<file path="config.mk">
export PLATFORM = sky130hd
export DESIGN_NAME = prspmv_cfg
export DESIGN_NICKNAME = d
export VERILOG_FILES = /design/src/design/prspmv_pkg.sv /design/src/design/prspmv_cfg.sv
export SDC_FILE = /design/constraint.sdc
export NUM_CORES = 1
export LEC_CHECK = 0
export BUFFER_PORTS_ARGS = -buffer_cell sky130_fd_sc_hd__clkbuf_2
export CORE_ASPECT_RATIO = 1.1
export CORE_MARGIN = 10
export CORE_UTILIZATION = 51
export DETAILED_ROUTE_END_ITERATION = 10
export HOLD_SLACK_MARGIN = 0.1
export PLACE_DENSITY = 0.81
export SLEW_MARGIN = 20
export SYNTH_ARGS = -nofsm -noshare
export SYNTH_HDL_FRONTEND = slang
export SYNTH_SLANG_ARGS = --single-unit
export TNS_END_PERCENT = 10
</file>
<file path="constraint.sdc">
create_clock -name clk -period 2.2 [get_ports clk]
set_input_delay 0.22 -clock clk [delete_from_list [all_inputs] [get_ports clk]]
set_output_delay 0.22 -clock clk [all_outputs]
set_load 0.02 [all_outputs]
</file>
<file path="src/design/prspmv_pkg.sv">
`default_nettype none

package prspmv_pkg;

  // Sizes
  localparam int MAX_ROWS = 4096;
  localparam int ADDR_W   = $clog2(MAX_ROWS);
  localparam int NROWS_W  = ADDR_W + 1;
  localparam int ACC_W    = 40;
  localparam int MEM_W    = ACC_W + 1;   // accumulator plus written flag on top
  localparam int DATA_W   = 32;
  localparam int FRAC_W   = 24;
  localparam int INV_W    = 32;
  localparam int MUL_W    = DATA_W + 1;
  localparam int PROD_W   = 2 * DATA_W;
  localparam int RND24_W  = PROD_W + 1 - FRAC_W;
  localparam int RND32_W  = PROD_W + 1 - INV_W;
  localparam int WIDE_W   = ((ACC_W > RND24_W) ? ACC_W : RND24_W) + 2;
  localparam int CFG_AW   = 4;

  // Saturation limits, extended to the working width
  localparam logic signed [WIDE_W-1:0] ACC_MAX_W =
    {{(WIDE_W-ACC_W+1){1'b0}}, {(ACC_W-1){1'b1}}};
  localparam logic signed [WIDE_W-1:0] ACC_MIN_W =
    {{(WIDE_W-ACC_W+1){1'b1}}, {(ACC_W-1){1'b0}}};
  localparam logic signed [WIDE_W-1:0] DAT_MAX_W =
    {{(WIDE_W-DATA_W+1){1'b0}}, {(DATA_W-1){1'b1}}};
  localparam logic signed [WIDE_W-1:0] DAT_MIN_W =
    {{(WIDE_W-DATA_W+1){1'b1}}, {(DATA_W-1){1'b0}}};

  // Register map (word index)
  localparam logic [1:0] REG_N_ROWS = 2'd0;
  localparam logic [1:0] REG_EMPTY  = 2'd1;
  localparam logic [1:0] REG_INV    = 2'd2;

  localparam logic [NROWS_W-1:0] N_ROWS_RST = NROWS_W'(MAX_ROWS);
  localparam logic [INV_W-1:0]   INV_RST    = 32'd1048576;

  typedef enum logic [1:0] {
    REQ_CLEAR   = 2'd0,
    REQ_ROW     = 2'd1,
    REQ_NONZERO = 2'd2,
    REQ_READ    = 2'd3
  } req_t;

  typedef enum logic [3:0] {
    ST_CLEAR,
    ST_IDLE,
    ST_ROW_MUL_A,
    ST_ROW_MUL_B,
    ST_ROW_DIFF,
    ST_ROW_ADD,
    ST_NZ_MUL,
    ST_NZ_RND,
    ST_NZ_WR,
    ST_RD
  } state_t;

  typedef struct packed {
    req_t                     req_type;
    logic signed [DATA_W-1:0] row_value;
    logic                     row_empty;
    logic [ADDR_W-1:0]        column;
    logic signed [DATA_W-1:0] matrix_value;
    logic [ADDR_W-1:0]        read_index;
  } in_item_t;

  typedef struct packed {
    logic signed [DATA_W-1:0] result_value;
    logic                     index_error;
  } out_item_t;

  typedef struct packed {
    logic [NROWS_W-1:0]       n_rows;
    logic signed [DATA_W-1:0] empty_value;
    logic [INV_W-1:0]         inv_rows;
  } cfg_regs_t;

endpackage

`default_nettype wire

</file>
<file path="src/design/prspmv_cfg.sv">
`default_nettype none

module prspmv_cfg import prspmv_pkg::*; (
  input  wire logic              clk,
  input  wire logic              rst_n,
  input  wire logic              psel,
  input  wire logic              penable,
  input  wire logic              pwrite,
  input  wire logic [CFG_AW-1:0] paddr,
  input  wire logic [31:0]       pwdata,
  output      logic [31:0]       prdata,
  output      logic              pready,
  output      cfg_regs_t         cfg
);

  cfg_regs_t  cfg_r;
  cfg_regs_t  cfg_nxt;
  logic [1:0] reg_idx;
  logic       wr_xfer;

  assign reg_idx = paddr[CFG_AW-1:2];
  assign wr_xfer = psel && penable && pwrite;
  assign pready  = 1'b1;

  // Register writes
  always_comb begin
    cfg_nxt = cfg_r;
    if (wr_xfer) begin
      case (reg_idx)
        REG_N_ROWS: cfg_nxt.n_rows      = pwdata[NROWS_W-1:0];
        REG_EMPTY:  cfg_nxt.empty_value = $signed(pwdata);
        REG_INV:    cfg_nxt.inv_rows    = pwdata[INV_W-1:0];
        default:    cfg_nxt = cfg_r;
      endcase
    end
  end

  always_ff @(posedge clk) begin
    if (!rst_n) begin
      cfg_r.n_rows      <= N_ROWS_RST;
      cfg_r.empty_value <= '0;
      cfg_r.inv_rows    <= INV_RST;
    end else begin
      cfg_r <= cfg_nxt;
    end
  end

  // Read back
  always_comb begin
    case (reg_idx)
      REG_N_ROWS: prdata = 32'(cfg_r.n_rows);
      REG_EMPTY:  prdata = cfg_r.empty_value;
      REG_INV:    prdata = cfg_r.inv_rows;
      default:    prdata = '0;
    endcase
  end

  assign cfg = cfg_r;

endmodule

`default_nettype wire

</file>
==> impl_metrics.tcl <==
set metrics [dict create \
    maxSlewViolCount 0 \
    drtIter0Drc 86 \
    timing.setup.tns_ns 0 \
    overflow 0 \
    ctsHoldBuffers 0 \
    ios 151 \
    htreeDepth 3 \
    clock_latency_ns 0.35 \
    grt_util_all_layers_pct 18.15 \
    hp-start "pwdata[17]" \
    wire_per_inst_um 16.51 \
    hp-class "primary input to register" \
    startpoint_type "primary input" \
    coreArea_mm2 0.006555 \
    slowest_delay_ns 0.31 \
    via_per_inst 5.241 \
    end_kind "output port" \
    dr.pass1.iters 4 \
    crit_top_cell "clkbuf_2" \
    relSlewSlack_pct 48.97 \
    period_minus_slack_ns 1.632 \
    gp_congestion 0.7768 \
    critPathRequiredTime_ns 1.98 \
    power_density_mw_per_mm2 601.1 \
    clk_pin_slew_ns 0.08 \
    rsz0062_at_grt "no" \
    tritoncts "yes" \
    grt_pass1_wl_um 15800 \
    yosysWarnings 0 \
    yosys.area.top_type_share_pct 45.06 \
    die_w_um 98.09 \
    dieArea_mm2 0.01039 \
    grt_max_degree 110 \
    totalWireLength_um 9643 \
    max_freq_ghz 0.6127 \
    min_period_over_period_pct 74.19 \
    start_util_pct 52.19 \
    final_cell_mix "146 x clkbuf_2, 120 x nand2_1, 88 x mux2i_1" \
    netlist_instances 363 \
    grt_antenna_before_repair 0 \
    critical_path.cell_chain "clkbuf_2 -> nor2b_2 -> buf_12 -> nand2_1 -> o21ai_0 -> clkbuf_2" \
    irDropWorstVdd_uv 442.5 \
    ys_ff_latch 77 \
    cts_made_buffers 9 \
    hold_depth 3 \
    reg2reg_slack_ns 1.53 \
    maxCapViolations 0 \
    diodes 0 \
    critPathKind "primary input to output port" \
    hold_end "cfg[49]" \
    yosys.area.top_type "dfxtp_1" \
    ant_nets 0 \
    ys_seq_area_share_pct 45.06 \
    placementRows 31 \
    nets 538 \
    holdWs_ns 0.1195 \
    status "completed" \
    drc 0 \
    slowest_stage "clkbuf_2" \
    cts.root.buffer_cell "clkbuf_8" \
    final_common_cell "clkbuf_2" \
    cp.arrival_ns 1.41 \
    finalSetupViolations 0 \
    numPortBuffers 147 \
    die_y_um 105.9 \
    synth.area.top_cells "dfxtp_1 45%, mux2i_1 26%, nand2_1 13%" \
    cts_resized 0 \
    grt_pass1_vias 3160 \
    worstRegToRegCells 2 \
    skew_ns 0 \
    yosysUniqueCellTypes 20 \
    syn_nets 404 \
    drive_above_1_share_pct 34.26 \
    cts_buffer_depth 2 \
    r2r-end "cfg[71]" \
    postCtsSetupBuffers 0 \
    tightest_slew_ns 0.7654 \
    crit_fanout 34 \
    hpwl_um 7047 \
    hold_viol 0 \
    numClockSinks 77 \
    synth_area_mm2 0.003421 \
    leakage_nw 1.990 \
    area_growth_pct 24.91 \
    largest_reg_flops 77 \
    vias 3061 \
    r2r-start "cfg[71]" \
    syn_avg_cell_area_um2 9.424 \
]
-- cells in the mapped netlist --
cell and number:
nand2_1 120, mux2i_1 88, dfxtp_1 77, a22o_1 19
o21ai_0 13, clkbuf_1 11, buf_2 9, buf_6 5
buf_4 4, buf_12 3, and2_1 2, inv_1 2
nand3_1 2, o211ai_1 2, and3_1 1, conb_1 1
nor2b_1 1, nor2b_2 1, o31ai_1 1, or3_1 1
-- final cells by class --
| cell class | count | area [um^2] |
|---|---|---|
| flip-flops and latches | 77 | 1541 |
| fillers | 571 | 2282 |
| clock inverters | 5 | 27.53 |
| clock buffers | 11 | 131.4 |
| repair buffers | 155 | 820.8 |
| multi-input cells | 252 | 1642 |
| inverters | 2 | 7.507 |
| well taps | 82 | 102.6 |
-- worst max-delay path: cells and delay by family --
kind / cells / cell delay (ns)
buffers and inverters: 3 / 0.75
AO/OA/AOI/OAI: 1 / 0.10
AND/OR/NAND/NOR: 2 / 0.34
-- per-layer routing --
metal	part of all wire (%)	global-route usage [%]	vias up
li1	-	-	1493
met3	9.6	7.189	16
met4	1.5	7.900	0
met2	47	29.06	126
met5	0	0	-
met1	41	21.03	1426
-- cell families (layout without fill, tap and decap cells) --
kind of cell	count (synthesis)	count (layout)	synth area share [%]
AND/OR/NAND/NOR	128	128	14.63
multiplexers	88	88	25.75
flip-flops	77	77	45.06
AO/OA/AOI/OAI	35	35	7.425
buffers and inverters	34	173	7.023
other	1	1	0.1096
-- power breakdown --
group | leakage, nW | switching (mW) | internal [mW] | total (mW)
registers | 0.622 | 0.0148 | 1.41 | 1.43
logic | 1.29 | 0.155 | 0.0876 | 0.243
clock network | 0.0829 | 0.497 | 0.402 | 0.899
total | 1.99 | 0.667 | 1.90 | 2.57
-- worst max-delay path by stage --
| stage | from | to | slack [ns] | depth (start not counted) |
|---|---|---|---|---|
| final | paddr[3] | prdata[11] | 0.57 | 6 |
| after global routing | paddr[3] | prdata[1] | 0.49 | 6 |
| after CTS | paddr[3] | prdata[11] | 0.58 | 6 |
| after detailed placement | paddr[3] | cfg[30] | 0.37 | 6 |
| after global placement | paddr[3] | cfg[13] | 0.41 | 6 |
| after floorplan | paddr[2] | prdata[0] | 0.81 | 4 |
-- per-stage QoR --
step	utilization, %	cell area (um^2)	cells	total power [mW]	setup WS [ns]
after global placement	62.76	4114	568	1.696	0.4085
after detailed placement	62.76	4114	568	1.703	0.3727
after floorplan	-	3421	363	1.616	0.8145
after CTS	65.18	4273	584	2.585	0.5759
final	65.18	4273	584	2.568	0.5679
after global routing	65.18	4273	584	2.672	0.4911
(Power assumes the default switching activity.)
