==> src/design/prspmv_ram.sv <==
`default_nettype none

module prspmv_ram #(
  parameter int WIDTH = 8,
  parameter int DEPTH = 16
) (
  input  wire logic                     clk,
  input  wire logic                     we,
  input  wire logic [$clog2(DEPTH)-1:0] waddr,
  input  wire logic [WIDTH-1:0]         wdata,
  input  wire logic                     re,
  input  wire logic [$clog2(DEPTH)-1:0] raddr,
  output      logic [WIDTH-1:0]         rdata
);

  logic [WIDTH-1:0] mem_r [DEPTH];
  logic [WIDTH-1:0] rdata_r;

  // One write port, one registered read port
  always_ff @(posedge clk) begin
    if (we) begin
      mem_r[waddr] <= wdata;
    end
    if (re) begin
      rdata_r <= mem_r[raddr];
    end
  end

  assign rdata = rdata_r;

endmodule

`default_nettype wire

==> config.mk <==
export PLATFORM = sky130hd
export DESIGN_NAME = prspmv_ram
export DESIGN_NICKNAME = d
export VERILOG_FILES = /design/src/design/prspmv_ram.sv
export SDC_FILE = /design/constraint.sdc
export NUM_CORES = 1
export LEC_CHECK = 0
export ABC_AREA = 1
export BUFFER_PORTS_ARGS = -buffer_cell sky130_fd_sc_hd__buf_2
export CAP_MARGIN = 20
export CORE_MARGIN = 1.5
export CORE_UTILIZATION = 55
export DETAILED_ROUTE_END_ITERATION = 10
export GPL_ROUTABILITY_DRIVEN = 1
export GPL_TIMING_DRIVEN = 0
export MAX_ROUTING_LAYER = met4
export PLACE_DENSITY = 0.73
export SETUP_SLACK_MARGIN = 0.05
export SLEW_MARGIN = 20
export SYNTH_ARGS = -nofsm -noshare
export SYNTH_HDL_FRONTEND = slang
export SYNTH_SLANG_ARGS = --single-unit
==> constraint.sdc <==
create_clock -name clk -period 1.3 [get_ports clk]
set_input_delay 0.325 -clock clk [delete_from_list [all_inputs] [get_ports clk]]
set_output_delay 0.325 -clock clk [all_outputs]
set_load 0.01 [all_outputs]
==> impl_metrics.xml <==
<?xml version="1.0" encoding="UTF-8"?>
<metrics>
  <group name="critical_path">
    <metric name="setup.worst_path.class" unit="">flip-flop to primary output</metric>
    <metric name="timing.rr.start" unit="">mem_r[0][1]</metric>
    <metric name="worst_r2r_path_depth" unit="">6</metric>
    <metric name="crit_path_end_kind" unit="">primary output</metric>
    <metric name="timing.rr.end" unit="">rdata[1]</metric>
    <metric name="path_cells" unit="">buf_2</metric>
    <metric name="critPathMaxStageDelay" unit="ns">0.36</metric>
    <metric name="critical_path_peak_fanout" unit="">1</metric>
    <metric name="timing.critical_path.from" unit="">rdata[4]</metric>
    <metric name="sort_of_element_at_the_start_of_the_critical_path" unit="">flip-flop</metric>
    <metric name="data_arrival_time_of_the_critical_path" unit="ns">1.02</metric>
    <metric name="critical_path_required_time" unit="ns">0.98</metric>
    <metric name="critical_path.top_delay_family" unit="">flip-flops</metric>
    <metric name="cp_slowest_cell" unit="">edfxtp_1</metric>
    <metric name="critical_path.n_buffers_inverters" unit="">1</metric>
    <metric name="reg2reg_slack" unit="ns">0.13</metric>
  </group>
  <group name="global_route">
    <metric name="grt_start_max_net_pins" unit="">17</metric>
    <metric name="grt_usage" unit="">0.278</metric>
    <metric name="grt_pass1_vias" unit="">4043</metric>
    <metric name="number_of_antenna_violations_at_the_first_check_in_global_routing" unit="">0</metric>
    <metric name="global_route.overflow_total" unit="">0</metric>
    <metric name="grt_first_pass_wirelength" unit="µm">21600</metric>
  </group>
  <group name="timing">
    <metric name="clock.fmax" unit="GHz">0.742</metric>
    <metric name="worst_clk_skew" unit="ns">0.00417</metric>
    <metric name="report.final.slew_viol_count" unit="">0</metric>
    <metric name="slew_at_the_pin_with_the_worst_max_slew_slack" unit="ns">0.849</metric>
    <metric name="timing.final.crit_period" unit="ns">1.35</metric>
    <metric name="rsz0062_at_grt" unit="">yes</metric>
    <metric name="post-route-worst-setup-slack" unit="ns">-0.0482</metric>
    <metric name="period_share" unit="">1.04</metric>
    <metric name="hold_viol_final" unit="">0</metric>
    <metric name="setup-violations-final" unit="">8</metric>
    <metric name="timing.max_slew.rel_slack" unit="">0.432</metric>
    <metric name="hold_slack" unit="ns">0.130</metric>
  </group>
  <group name="clocking">
    <metric name="cts_buffer_depth" unit="">2</metric>
    <metric name="cts_root_buf" unit="">clkbuf_8</metric>
    <metric name="cts_setup_buffers" unit="">0</metric>
    <metric name="cts_tree" unit="">built</metric>
    <metric name="clk_pin_slew_worst_paths" unit="ns">0.06</metric>
    <metric name="cts_inserted_buffers" unit="">17</metric>
    <metric name="clkLatencyLatePin" unit="ns">0.53</metric>
    <metric name="cts_sinks" unit="">136</metric>
    <metric name="h-tree-depth" unit="">4</metric>
  </group>
  <group name="place">
    <metric name="hpwl" unit="µm">8920</metric>
    <metric name="port-buffer-count" unit="">23</metric>
    <metric name="place_worst_setup_slack" unit="ns">-0.521</metric>
    <metric name="routabilityCongestion" unit="">0.907</metric>
  </group>
  <group name="layout">
    <metric name="synthToLayoutAreaGrowth" unit="%">15.7</metric>
    <metric name="layout.area.seq" unit="mm²">0.00408</metric>
    <metric name="total_area_of_multi_input_combinational_cells" unit="mm²">0.00125</metric>
    <metric name="antenna-diode-count" unit="">0</metric>
    <metric name="fill_cells" unit="">782</metric>
    <metric name="design.final.nets" unit="">612</metric>
    <metric name="post_route_cells_drive_above_1_share" unit="">0.145</metric>
  </group>
  <group name="logic_synthesis">
    <metric name="number_of_enable_flip_flop_cells_after_synthesis" unit="">136</metric>
    <metric name="synthesis.instances" unit="">551</metric>
    <metric name="synth_top_cells_by_count" unit="">nand2_1, edfxtp_1, inv_1</metric>
    <metric name="synth-async-reset-ratio" unit="">0</metric>
    <metric name="main_combinational_cell_family_by_area_after_synthesis" unit="">simple AND/OR/NAND/NOR gates</metric>
    <metric name="synth-xor-area-share" unit="">0</metric>
    <metric name="netlist.top_cell.by_area" unit="">edfxtp_1</metric>
    <metric name="netlist.area_leader.share" unit="">0.698</metric>
    <metric name="postSynthRegisterBits" unit="">136</metric>
    <metric name="synth.net_count" unit="">570</metric>
    <metric name="synthTopCellsByArea" unit="">edfxtp_1, nand2_1, nand3_1</metric>
    <metric name="synth_flop_cell" unit="">edfxtp_1</metric>
    <metric name="synth_mux_area_frac" unit="">0</metric>
    <metric name="syn-cell-area" unit="mm²">0.00585</metric>
    <metric name="post-synth-top-count-cell" unit="">nand2_1</metric>
    <metric name="seq_area_frac_synth" unit="">0.698</metric>
    <metric name="synth_adder_area_share" unit="">0</metric>
    <metric name="yosys_warning_count" unit="">0</metric>
    <metric name="synth_cell_types" unit="">11</metric>
    <metric name="synth_simple_gate_area_frac" unit="">0.208</metric>
    <metric name="synth_compound_gate_area_share" unit="">0</metric>
    <metric name="synth_area_per_cell" unit="µm²">10.6</metric>
  </group>
  <group name="die">
    <metric name="die_x" unit="µm">106</metric>
    <metric name="die_height" unit="µm">106</metric>
    <metric name="effective_utilization_at_floorplan" unit="">0.566</metric>
    <metric name="dieArea" unit="mm²">0.0113</metric>
    <metric name="floorplan.core_area" unit="mm²">0.0103</metric>
    <metric name="floorplan.rows" unit="">37</metric>
    <metric name="top_level_pins" unit="">27</metric>
  </group>
  <group name="pwr">
    <metric name="power_dens_cells" unit="mW/mm²">1550</metric>
    <metric name="power_switching_share" unit="">0.215</metric>
    <metric name="power_frac_comb" unit="">0.062</metric>
    <metric name="power.share.clock" unit="">0.463</metric>
    <metric name="total_power_consumption_of_the_routed_design" unit="mW">10.5</metric>
    <metric name="power.leakage" unit="nW">2.91</metric>
    <metric name="p_seq_frac" unit="">0.475</metric>
    <metric name="p_switching" unit="mW">2.25</metric>
    <metric name="power.internal" unit="mW">8.22</metric>
    <metric name="vdd_ir_drop_max" unit="V">0.000837</metric>
  </group>
  <group name="route">
    <metric name="ant_nets" unit="">0</metric>
    <metric name="maxUsedRoutingLayer" unit="">met4</metric>
    <metric name="initial_drc_count" unit="">511</metric>
    <metric name="wirelength" unit="µm">14000</metric>
    <metric name="met2WireLength" unit="µm">6650</metric>
    <metric name="detail_route.wl_per_cell" unit="µm">18.8</metric>
    <metric name="drc" unit="">0</metric>
    <metric name="via_total_after_detailed_routing" unit="">4035</metric>
    <metric name="met3_length" unit="µm">1510</metric>
    <metric name="drt_via_density" unit="">5.44</metric>
    <metric name="routedLengthMet1" unit="µm">5500</metric>
    <metric name="detailedRoute.firstPassIterationCount" unit="">5</metric>
  </group>
  <group name="hold_path">
    <metric name="worst_min_path_class" unit="">input pin to flip-flop</metric>
    <metric name="hold_depth" unit="">1</metric>
    <metric name="worst_hold_startpoint" unit="">re</metric>
    <metric name="min_to" unit="">rdata[1]</metric>
  </group>
  <group name="run_status">
    <metric name="outcome" unit="">finished, violations left</metric>
    <metric name="failing_checks" unit="">setup timing</metric>
  </group>
  <group name="job">
    <metric name="max_cap_viol_count" unit="">0</metric>
  </group>
</metrics>
layout by cell type (no fill, tap or decap), drive strengths merged:
| cell | count |
|---|---|
| buf | 47 |
| nand3b | 2 |
| edfxtp | 136 |
| clkinv | 5 |
| inv | 102 |
| nor2 | 17 |
| nand2 | 173 |
| clkinvlp | 5 |
| clkbuf | 18 |
| nand3 | 97 |
| bufinv | 4 |
what timing repair did:
item                                    in CTS  in global routing
pin swaps                                    0                  0
gates resized for setup                      5                  5
hold buffers                                 0                  0
endpoints found under the setup margin      40                 26
cell type report:
class,instances,share of cell area
tap,136,0.0252
inverter,102,0.0566
timing repair buffer,23,0.0170
sequential,136,0.604
clock buffer,18,0.0618
multi-input combinational,289,0.184
buffer,24,0.0246
clock inverter,14,0.0268
sequential cells by signal, summed over array words and instances (netlist names):
signal and flops:
mem_r 128, rdata 8
power by group through the flow:
| stage | logic (mW) | registers (mW) | clock network (mW) |
|---|---|---|---|
| 2_1_floorplan | 0.346 | 5.06 | 0 |
| 3_3_place_gp | 0.615 | 5.05 | 0 |
| 3_5_place_dp | 0.629 | 5.06 | 0 |
| 4_1_cts | 0.641 | 4.97 | 4.85 |
| 5_1_grt | 0.712 | 4.97 | 5.04 |
| 6_report | 0.654 | 4.97 | 4.84 |
cell families after synthesis:
| kind of cell | Yosys count |
|---|---|
| buffers and inverters | 126 |
| AND/OR/NAND/NOR | 289 |
| flip-flops | 136 |
per-stage QoR:
stage	TNS (ns)	cells	utilization	cell area, µm²
after global placement	-46.02	710	0.594	6130
after floorplan	0	551	-	5850
after detailed placement	-51.45	710	0.594	6130
final	-0.306	742	0.655	6760
after CTS	-0.455	742	0.653	6740
after global routing	-0.615	742	0.655	6760
metal layers:
metal / vias up / global-route usage
met5: - / -
met4: 0 / 0.141
li1: 1864 / -
met3: 27 / 0.0656
met2: 257 / 0.415
met1: 1887 / 0.359
worst max path at each step:
| stage | to | slack, ns | cells past startpoint |
|---|---|---|---|
| floorplan | mem_r[4][0] | 0.02 | 2 |
| global placement | mem_r[4][1] | -0.50 | 3 |
| detailed placement | mem_r[9][7] | -0.52 | 3 |
| CTS | rdata[4] | -0.07 | 1 |
| global route | rdata[6] | -0.08 | 1 |
| finish | rdata[4] | -0.05 | 1 |
(Power assumes the default switching activity.)
