`src/design/prspmv_pkg.sv`:
```
`default_nettype none

package prspmv_pkg;

  // Sizes
  localparam int MAX_ROWS = 4096;
  localparam int ADDR_W   = $clog2(MAX_ROWS);
  localparam int NROWS_W  = ADDR_W + 1;
  localparam int ACC_W    = 40;
  localparam int MEM_W    = ACC_W + 1;   // accumulator plus written flag on top
  localparam int DATA_W   = 32;
  localparam int FRAC_W   = 24;
  localparam int INV_W    = 32;
  localparam int MUL_W    = DATA_W + 1;
  localparam int PROD_W   = 2 * DATA_W;
  localparam int RND24_W  = PROD_W + 1 - FRAC_W;
  localparam int RND32_W  = PROD_W + 1 - INV_W;
  localparam int WIDE_W   = ((ACC_W > RND24_W) ? ACC_W : RND24_W) + 2;
  localparam int CFG_AW   = 4;

  // Saturation limits, extended to the working width
  localparam logic signed [WIDE_W-1:0] ACC_MAX_W =
    {{(WIDE_W-ACC_W+1){1'b0}}, {(ACC_W-1){1'b1}}};
  localparam logic signed [WIDE_W-1:0] ACC_MIN_W =
    {{(WIDE_W-ACC_W+1){1'b1}}, {(ACC_W-1){1'b0}}};
  localparam logic signed [WIDE_W-1:0] DAT_MAX_W =
    {{(WIDE_W-DATA_W+1){1'b0}}, {(DATA_W-1){1'b1}}};
  localparam logic signed [WIDE_W-1:0] DAT_MIN_W =
    {{(WIDE_W-DATA_W+1){1'b1}}, {(DATA_W-1){1'b0}}};

  // Register map (word index)
  localparam logic [1:0] REG_N_ROWS = 2'd0;
  localparam logic [1:0] REG_EMPTY  = 2'd1;
  localparam logic [1:0] REG_INV    = 2'd2;

  localparam logic [NROWS_W-1:0] N_ROWS_RST = NROWS_W'(MAX_ROWS);
  localparam logic [INV_W-1:0]   INV_RST    = 32'd1048576;

  typedef enum logic [1:0] {
    REQ_CLEAR   = 2'd0,
    REQ_ROW     = 2'd1,
    REQ_NONZERO = 2'd2,
    REQ_READ    = 2'd3
  } req_t;

  typedef enum logic [3:0] {
    ST_CLEAR,
    ST_IDLE,
    ST_ROW_MUL_A,
    ST_ROW_MUL_B,
    ST_ROW_DIFF,
    ST_ROW_ADD,
    ST_NZ_MUL,
    ST_NZ_RND,
    ST_NZ_WR,
    ST_RD
  } state_t;

  typedef struct packed {
    req_t                     req_type;
    logic signed [DATA_W-1:0] row_value;
    logic                     row_empty;
    logic [ADDR_W-1:0]        column;
    logic signed [DATA_W-1:0] matrix_value;
    logic [ADDR_W-1:0]        read_index;
  } in_item_t;

  typedef struct packed {
    logic signed [DATA_W-1:0] result_value;
    logic                     index_error;
  } out_item_t;

  typedef struct packed {
    logic [NROWS_W-1:0]       n_rows;
    logic signed [DATA_W-1:0] empty_value;
    logic [INV_W-1:0]         inv_rows;
  } cfg_regs_t;

endpackage

`default_nettype wire

```
`src/design/prspmv_core.sv`:
```
`default_nettype none

module prspmv_core import prspmv_pkg::*; (
  input  wire logic              clk,
  input  wire logic              rst_n,
  input  wire cfg_regs_t         cfg,
  input  wire logic              start,
  input  wire in_item_t          in_payload,
  output      logic              busy,
  output      logic              out_valid,
  output      out_item_t         out_payload,
  output      logic              mem_we,
  output      logic [ADDR_W-1:0] mem_waddr,
  output      logic [MEM_W-1:0]  mem_wdata,
  output      logic              mem_re,
  output      logic [ADDR_W-1:0] mem_raddr,
  input  wire logic [MEM_W-1:0]  mem_rdata
);

  localparam logic [ADDR_W-1:0] SWEEP_LAST = ADDR_W'(MAX_ROWS - 1);
  localparam logic signed [PROD_W:0] HALF24 = (PROD_W+1)'(1) <<< (FRAC_W - 1);
  localparam logic signed [PROD_W:0] HALF32 = (PROD_W+1)'(1) <<< (INV_W - 1);

  // Round to nearest, ties up, dropping 24 fraction bits
  function automatic logic signed [RND24_W-1:0] rnd24(input logic signed [PROD_W-1:0] x);
    logic signed [PROD_W:0] t;
    t = (PROD_W+1)'(x) + HALF24;
    return t[PROD_W:FRAC_W];
  endfunction

  // Round to nearest, ties up, dropping 32 fraction bits
  function automatic logic signed [RND32_W-1:0] rnd32(input logic signed [PROD_W-1:0] x);
    logic signed [PROD_W:0] t;
    t = (PROD_W+1)'(x) + HALF32;
    return t[PROD_W:INV_W];
  endfunction

  function automatic logic signed [ACC_W-1:0] sat_acc(input logic signed [WIDE_W-1:0] x);
    logic signed [WIDE_W-1:0] r;
    if (x > ACC_MAX_W) r = ACC_MAX_W;
    else if (x < ACC_MIN_W) r = ACC_MIN_W;
    else r = x;
    return r[ACC_W-1:0];
  endfunction

  function automatic logic signed [DATA_W-1:0] sat_dat(input logic signed [WIDE_W-1:0] x);
    logic signed [WIDE_W-1:0] r;
    if (x > DAT_MAX_W) r = DAT_MAX_W;
    else if (x < DAT_MIN_W) r = DAT_MIN_W;
    else r = x;
    return r[DATA_W-1:0];
  endfunction

  state_t                    state_r, state_nxt;
  logic [ADDR_W-1:0]         sweep_r, sweep_nxt;
  in_item_t                  item_r, item_nxt;
  logic signed [DATA_W-1:0]  crv_r, crv_nxt;
  logic signed [ACC_W-1:0]   dang_r, dang_nxt;
  logic signed [PROD_W-1:0]  prod_r, prod_nxt;
  logic signed [RND32_W-1:0] a_r, a_nxt;
  logic signed [ACC_W-1:0]   d_r, d_nxt;
  logic signed [ACC_W-1:0]   p_r, p_nxt;
  logic                      out_valid_r, out_valid_nxt;
  out_item_t                 out_item_r, out_item_nxt;

  logic                      accept;
  logic                      col_err;
  logic                      rd_err;
  logic signed [MUL_W-1:0]   mul_a, mul_b;
  logic signed [2*MUL_W-1:0] mul_p;
  logic signed [RND24_W-1:0] b_w;
  logic signed [ACC_W-1:0]   base_w;
  logic signed [ACC_W-1:0]   acc_sum;
  logic signed [DATA_W-1:0]  rd_val;

  // Control decodes
  logic ld_prod, ld_a, ld_d, add_dang, ld_p, wr_acc, sweep_on, rd_out;

  assign accept  = start && (state_r == ST_IDLE);
  assign col_err = {1'b0, in_payload.column} >= cfg.n_rows;
  assign rd_err  = {1'b0, in_payload.read_index} >= cfg.n_rows;

  // Next state
  always_comb begin
    state_nxt = state_r;
    case (state_r)
      ST_CLEAR:     if (sweep_r == SWEEP_LAST) state_nxt = ST_IDLE;
      ST_IDLE: begin
        if (start) begin
          case (in_payload.req_type)
            REQ_CLEAR:   state_nxt = ST_CLEAR;
            REQ_ROW:     state_nxt = in_payload.row_empty ? ST_ROW_MUL_A : ST_IDLE;
            REQ_NONZERO: state_nxt = col_err ? ST_IDLE : ST_NZ_MUL;
            REQ_READ:    state_nxt = rd_err ? ST_IDLE : ST_RD;
            default:     state_nxt = ST_IDLE;
          endcase
        end
      end
      ST_ROW_MUL_A: state_nxt = ST_ROW_MUL_B;
      ST_ROW_MUL_B: state_nxt = ST_ROW_DIFF;
      ST_ROW_DIFF:  state_nxt = ST_ROW_ADD;
      ST_ROW_ADD:   state_nxt = ST_IDLE;
      ST_NZ_MUL:    state_nxt = ST_NZ_RND;
      ST_NZ_RND:    state_nxt = ST_NZ_WR;
      ST_NZ_WR:     state_nxt = ST_IDLE;
      ST_RD:        state_nxt = ST_IDLE;
      default:      state_nxt = ST_IDLE;
    endcase
  end

  // State outputs
  always_comb begin
    busy     = 1'b1;
    ld_prod  = 1'b0;
    ld_a     = 1'b0;
    ld_d     = 1'b0;
    add_dang = 1'b0;
    ld_p     = 1'b0;
    wr_acc   = 1'b0;
    sweep_on = 1'b0;
    rd_out   = 1'b0;
    case (state_r)
      ST_CLEAR:     sweep_on = 1'b1;
      ST_IDLE:      busy     = 1'b0;
      ST_ROW_MUL_A: ld_prod  = 1'b1;
      ST_ROW_MUL_B: begin
        ld_prod = 1'b1;
        ld_a    = 1'b1;
      end
      ST_ROW_DIFF:  ld_d     = 1'b1;
      ST_ROW_ADD:   add_dang = 1'b1;
      ST_NZ_MUL:    ld_prod  = 1'b1;
      ST_NZ_RND:    ld_p     = 1'b1;
      ST_NZ_WR:     wr_acc   = 1'b1;
      ST_RD:        rd_out   = 1'b1;
      default:      busy     = 1'b1;
    endcase
  end

  // Shared multiplier: row value times inv_rows, empty_value or matrix value
  always_comb begin
    mul_a = MUL_W'(crv_r);
    case (state_r)
      ST_ROW_MUL_A: mul_b = $signed({1'b0, cfg.inv_rows});
      ST_ROW_MUL_B: mul_b = MUL_W'(cfg.empty_value);
      default:      mul_b = MUL_W'(item_r.matrix_value);
    endcase
    mul_p = mul_a * mul_b;
  end

  // Accumulator base: unwritten entries read as the teleport value
  always_comb begin
    if (mem_rdata[ACC_W]) base_w = $signed(mem_rdata[ACC_W-1:0]);
    else base_w = ACC_W'(cfg.empty_value);
  end

  assign b_w     = rnd24(prod_r);
  assign acc_sum = sat_acc(WIDE_W'(base_w) + WIDE_W'(p_r));
  assign rd_val  = sat_dat(WIDE_W'(base_w) + WIDE_W'(dang_r));

  // Memory port: read at accept, write during the sweep or write-back
  always_comb begin
    mem_re    = accept;
    mem_raddr = (in_payload.req_type == REQ_READ) ? in_payload.read_index
                                                  : in_payload.column;
    mem_we    = sweep_on || wr_acc;
    mem_waddr = sweep_on ? sweep_r : item_r.column;
    mem_wdata = sweep_on ? '0 : {1'b1, acc_sum};
  end

  // Datapath next values
  always_comb begin
    sweep_nxt     = sweep_r;
    item_nxt      = item_r;
    crv_nxt       = crv_r;
    dang_nxt      = dang_r;
    prod_nxt      = prod_r;
    a_nxt         = a_r;
    d_nxt         = d_r;
    p_nxt         = p_r;
    out_valid_nxt = 1'b0;
    out_item_nxt  = out_item_r;

    if (sweep_on) sweep_nxt = sweep_r + 1'b1;
    if (ld_prod)  prod_nxt  = mul_p[PROD_W-1:0];
    if (ld_a)     a_nxt     = rnd32(prod_r);
    if (ld_d)     d_nxt     = sat_acc(WIDE_W'(a_r) - WIDE_W'(b_w));
    if (add_dang) dang_nxt  = sat_acc(WIDE_W'(dang_r) + WIDE_W'(d_r));
    if (ld_p)     p_nxt     = sat_acc(WIDE_W'(b_w));

    if (rd_out) begin
      out_valid_nxt             = 1'b1;
      out_item_nxt.result_value = rd_val;
      out_item_nxt.index_error  = 1'b0;
    end

    if (accept) begin
      item_nxt = in_payload;
      case (in_payload.req_type)
        REQ_CLEAR: begin
          sweep_nxt = '0;
          dang_nxt  = '0;
        end
        REQ_ROW:     crv_nxt = in_payload.row_value;
        REQ_NONZERO: begin
          if (col_err) begin
            out_valid_nxt             = 1'b1;
            out_item_nxt.result_value = '0;
            out_item_nxt.index_error  = 1'b1;
          end
        end
        REQ_READ: begin
          if (rd_err) begin
            out_valid_nxt             = 1'b1;
            out_item_nxt.result_value = '0;
            out_item_nxt.index_error  = 1'b1;
          end
        end
        default: item_nxt = in_payload;
      endcase
    end
  end

  // Control and state registers
  always_ff @(posedge clk) begin
    if (!rst_n) begin
      state_r     <= ST_CLEAR;
      sweep_r     <= '0;
      crv_r       <= '0;
      dang_r      <= '0;
      out_valid_r <= 1'b0;
    end else begin
      state_r     <= state_nxt;
      sweep_r     <= sweep_nxt;
      crv_r       <= crv_nxt;
      dang_r      <= dang_nxt;
      out_valid_r <= out_valid_nxt;
    end
  end

  // Payload registers
  always_ff @(posedge clk) begin
    item_r     <= item_nxt;
    prod_r     <= prod_nxt;
    a_r        <= a_nxt;
    d_r        <= d_nxt;
    p_r        <= p_nxt;
    out_item_r <= out_item_nxt;
  end

  assign out_valid   = out_valid_r;
  assign out_payload = out_item_r;

endmodule

`default_nettype wire

```
`config.mk`:
```
export PLATFORM = sky130hd
export DESIGN_NAME = prspmv_core
export DESIGN_NICKNAME = d
export VERILOG_FILES = /design/src/design/prspmv_pkg.sv /design/src/design/prspmv_core.sv
export SDC_FILE = /design/constraint.sdc
export NUM_CORES = 2
export LEC_CHECK = 0
export ABC_AREA = 1
export BUFFER_PORTS_ARGS = -buffer_cell sky130_fd_sc_hd__buf_2
export CAP_MARGIN = 20
export CELL_PAD_IN_SITES_DETAIL_PLACEMENT = 0
export CELL_PAD_IN_SITES_GLOBAL_PLACEMENT = 1
export CORE_UTILIZATION = 35
export CTS_CLUSTER_SIZE = 28
export DETAILED_ROUTE_END_ITERATION = 10
export PLACE_DENSITY_LB_ADDON = 0.1
export SLEW_MARGIN = 0
export SYNTH_ARGS = -nofsm -noshare
export SYNTH_HDL_FRONTEND = slang
export SYNTH_SLANG_ARGS = --single-unit
```
`constraint.sdc`:
```
create_clock -name clk -period 8.2 [get_ports clk]
set_input_delay 0.82 -clock clk [delete_from_list [all_inputs] [get_ports clk]]
set_output_delay 0.82 -clock clk [all_outputs]
set_load 0.02 [all_outputs]
```
==> impl_metrics.toml <==
[run_status]
status = "complete, no violations"

[place]
dp_cells = 11200
io_buffers = 313
gp_congestion = 0.923
hpwl_mm = 214

[timing]
relSlewSlack_pct = 28.6
fmax_mhz = 124
finalCriticalPeriod_ns = 8.07
clock_skew_ns = 0.0474
rsz0062_at_grt = "true"
min_period_over_period_pct = 98.4
tightest_slew_ns = 1.06
finalSetupTns_ns = 0
maxSlewViolCount = 0
setup_viol = 0
hold_viol_final = 0

[worst_setup_path]
required_ns = 8.61
r2r_cells = 33
crit_top_cell = "fa_1"
worst_setup_path_end_kind = "flip-flop"
cp.arrival_ns = 8.48
cp_max_fo = 21
criticalPathCategory = "reg -> reg"
startpoint_type = "flip-flop"
cpPeakStageDelay_ns = 0.65
critical-path-slowest-cell = "fa_2"

[clock_tree]
hold_buffers = 0
clk_pin_slew_ns = 0.06
tritoncts = "done"
htree_levels = 2
clockBufferDepth = 3
numCtsBuffers = 43
clockRootBuffer = "clkbuf_16"
worstSkewPairLatency_ns = 0.67
clock-sinks = 320

[finish]
nFillCells = 18700
area_delta_synth_final_pct = 19.5
drive_gt1_share_pct = 15.2
fin_cells = 11400
fin_nets = 10700
final_common_cell = "nand2_1"
final_cell_mix = "2132 x nand2_1, 1981 x inv_1, 1056 x fa_1"

[route]
num_vias = 54700
drt_first_pass_iters = 6
routedWlPerCell_um = 21.9
routed-wl-met3_mm = 8.94
viasPerCell = 4.81
drtAntennaViolNets = 0
routed_wl_mm = 249
drc = 0
first_iter_violations = 3139
routed.top_layer = "met4"
route.met2.wl_mm = 125
m1WireLength_mm = 104

[logic_synthesis]
ys_seq_elements = 320
synth_area_sq_um = 63100
yosysSeqAreaShare_pct = 13.3
synth.distinct_cells = 68
synth_nets = 9947
syn_area_per_cell_sq_um = 7.64
synthCells = 8261
synth_edf_count = 198
yosysWarningCount = 0
ys.flop_type = "edfxtp_1"
synth-async-reset-ratio_pct = 0

[grt]
antenna_found_initial = 13
grt_max_degree = 52
gr-usage-all-layers_pct = 27.3
grt_pass1_vias = 58200
overflow = 0
grt_pass1_wl_mm = 368

[run]
cap_violations = 0

[floorplanning]
die_w_um = 427
die_h_um = 427
num_io_pins = 314
rows = 155
initial_core_util_pct = 35.3
dieArea_sq_um = 182000
core_area_sq_um = 179000

[power_and_ir_drop]
p_per_area_nw_per_um2 = 55.0
total_power_mw = 4.15
leakagePower_nw = 41.1
peakVddDrop_v = 0.000129

[hold_path]
hold_depth = 1
worstHoldPathType = "in -> reg"
[per-stage QoR]
stage | utilization [%] | area (sq um) | hold slack [ns] | setup WS, ns
finish | 42.2 | 75400 | 0.324 | 0.130
global route | 42.2 | 75400 | 0.301 | -0.132
CTS | 41.3 | 73800 | 0.281 | 0.00256
detailed placement | 40.2 | 71800 | 0.474 | -0.539
global placement | 40.2 | 71800 | 0.474 | -0.629
floorplan | - | 63100 | 0.458 | 0.0173
[path summary, 6_finish.rpt]
kind                   startpoint              end  slack (ns)
setup / recovery       state_r[2]       prod_r[51]        0.13
hold / removal     in_payload[23]       item_r[23]        0.32
setup reg to reg       state_r[2]       prod_r[51]        0.13
hold reg to reg   out_payload[32]  out_payload[32]        0.48
[power breakdown]
group,switching [mW],total (mW),internal [mW]
clock,0.853,2.00,1.15
combinational,0.301,0.449,0.148
sequential,0.000928,1.70,1.69
total,1.15,4.15,2.99
[registers in the layout, summed over array words and instances, names as in the netlist]
signal       count
dang_r          40
state_r          4
prod_r          41
d_r             40
p_r             40
out_valid        1
a_r             33
sweep_r         12
item_r          44
crv_r           32
out_payload     33
[synthesized netlist by cell type, types with 9 or more instances]
| cell | n | area, sq um |
|---|---|---|
| a211oi_1 | 9 | 67.6 |
| a21boi_0 | 11 | 82.6 |
| a21o_1 | 25 | 188 |
| a21oi_1 | 397 | 1990 |
| a31oi_1 | 41 | 257 |
| and3_1 | 9 | 56.3 |
| buf_1 | 38 | 143 |
| buf_2 | 14 | 70.1 |
| clkbuf_1 | 211 | 792 |
| dfxtp_1 | 122 | 2440 |
| edfxtp_1 | 198 | 5950 |
| fa_1 | 1106 | 22100 |
| ha_1 | 368 | 4600 |
| inv_1 | 2007 | 7530 |
| inv_2 | 12 | 45.0 |
| mux2i_1 | 12 | 120 |
| nand2_1 | 2171 | 8150 |
| nand2_2 | 13 | 81.3 |
| nand3_1 | 149 | 746 |
| nand4_1 | 39 | 244 |
| nor2_1 | 483 | 1810 |
| nor3_1 | 51 | 255 |
| nor4_1 | 22 | 138 |
| o211ai_1 | 28 | 210 |
| o21a_1 | 17 | 128 |
| o21ai_0 | 353 | 1770 |
| o21bai_1 | 30 | 225 |
| xnor2_1 | 73 | 639 |
| xor2_1 | 162 | 1420 |
[worst max-delay path: cells and delay by family, from the launching register on]
family,cells,cell delay (ns)
AO/OA/AOI/OAI,5,0.86
buffers and inverters,11,1.34
adder cells (fa/ha/maj),9,4.48
AND/OR/NAND/NOR,7,0.64
flip-flops,1,0.33
XOR/XNOR,1,0.14
[metal layers]
metal  GRT usage [%]  vias up
li1                -    26100
met1            33.9    27200
met2            49.0     1092
met3            2.07      321
met4            10.2        0
met5               0        -
[cell type report]
cell class | count | area, sq um | area share, %
clock inverter | 24 | 303 | 0.401
tap | 2355 | 2950 | 3.91
antenna | 5 | 12.5 | 0.0166
sequential | 320 | 8390 | 11.1
inverter | 2024 | 7610 | 10.1
timing repair buffer | 967 | 7740 | 10.3
clock buffer | 54 | 1140 | 1.51
multi-input combinational | 5634 | 47300 | 62.7
[cell families (layout without fill, tap and decap cells)]
kind of cell | count (synthesis) | count (layout) | synth area share, %
xor gates and xnor gates | 238 | 238 | 3.34
DFF | 320 | 320 | 13.3
and+or+nand+nor | 2970 | 2970 | 18.7
muxes | 12 | 12 | 0.190
AOI/OAI and AO/OA | 940 | 940 | 8.16
buffers and inverters | 2307 | 3069 | 13.9
adders and majority gates | 1474 | 1474 | 42.4
other | 0 | 5 | 0
[repair_timing]
item                                    CTS  global route
endpoints found under the setup margin   41            41
buffers inserted                         16            38
cloned                                    1             3
resized for setup                        94           320
pin swaps                                15           122
Power figures use the tool's default switching activity.
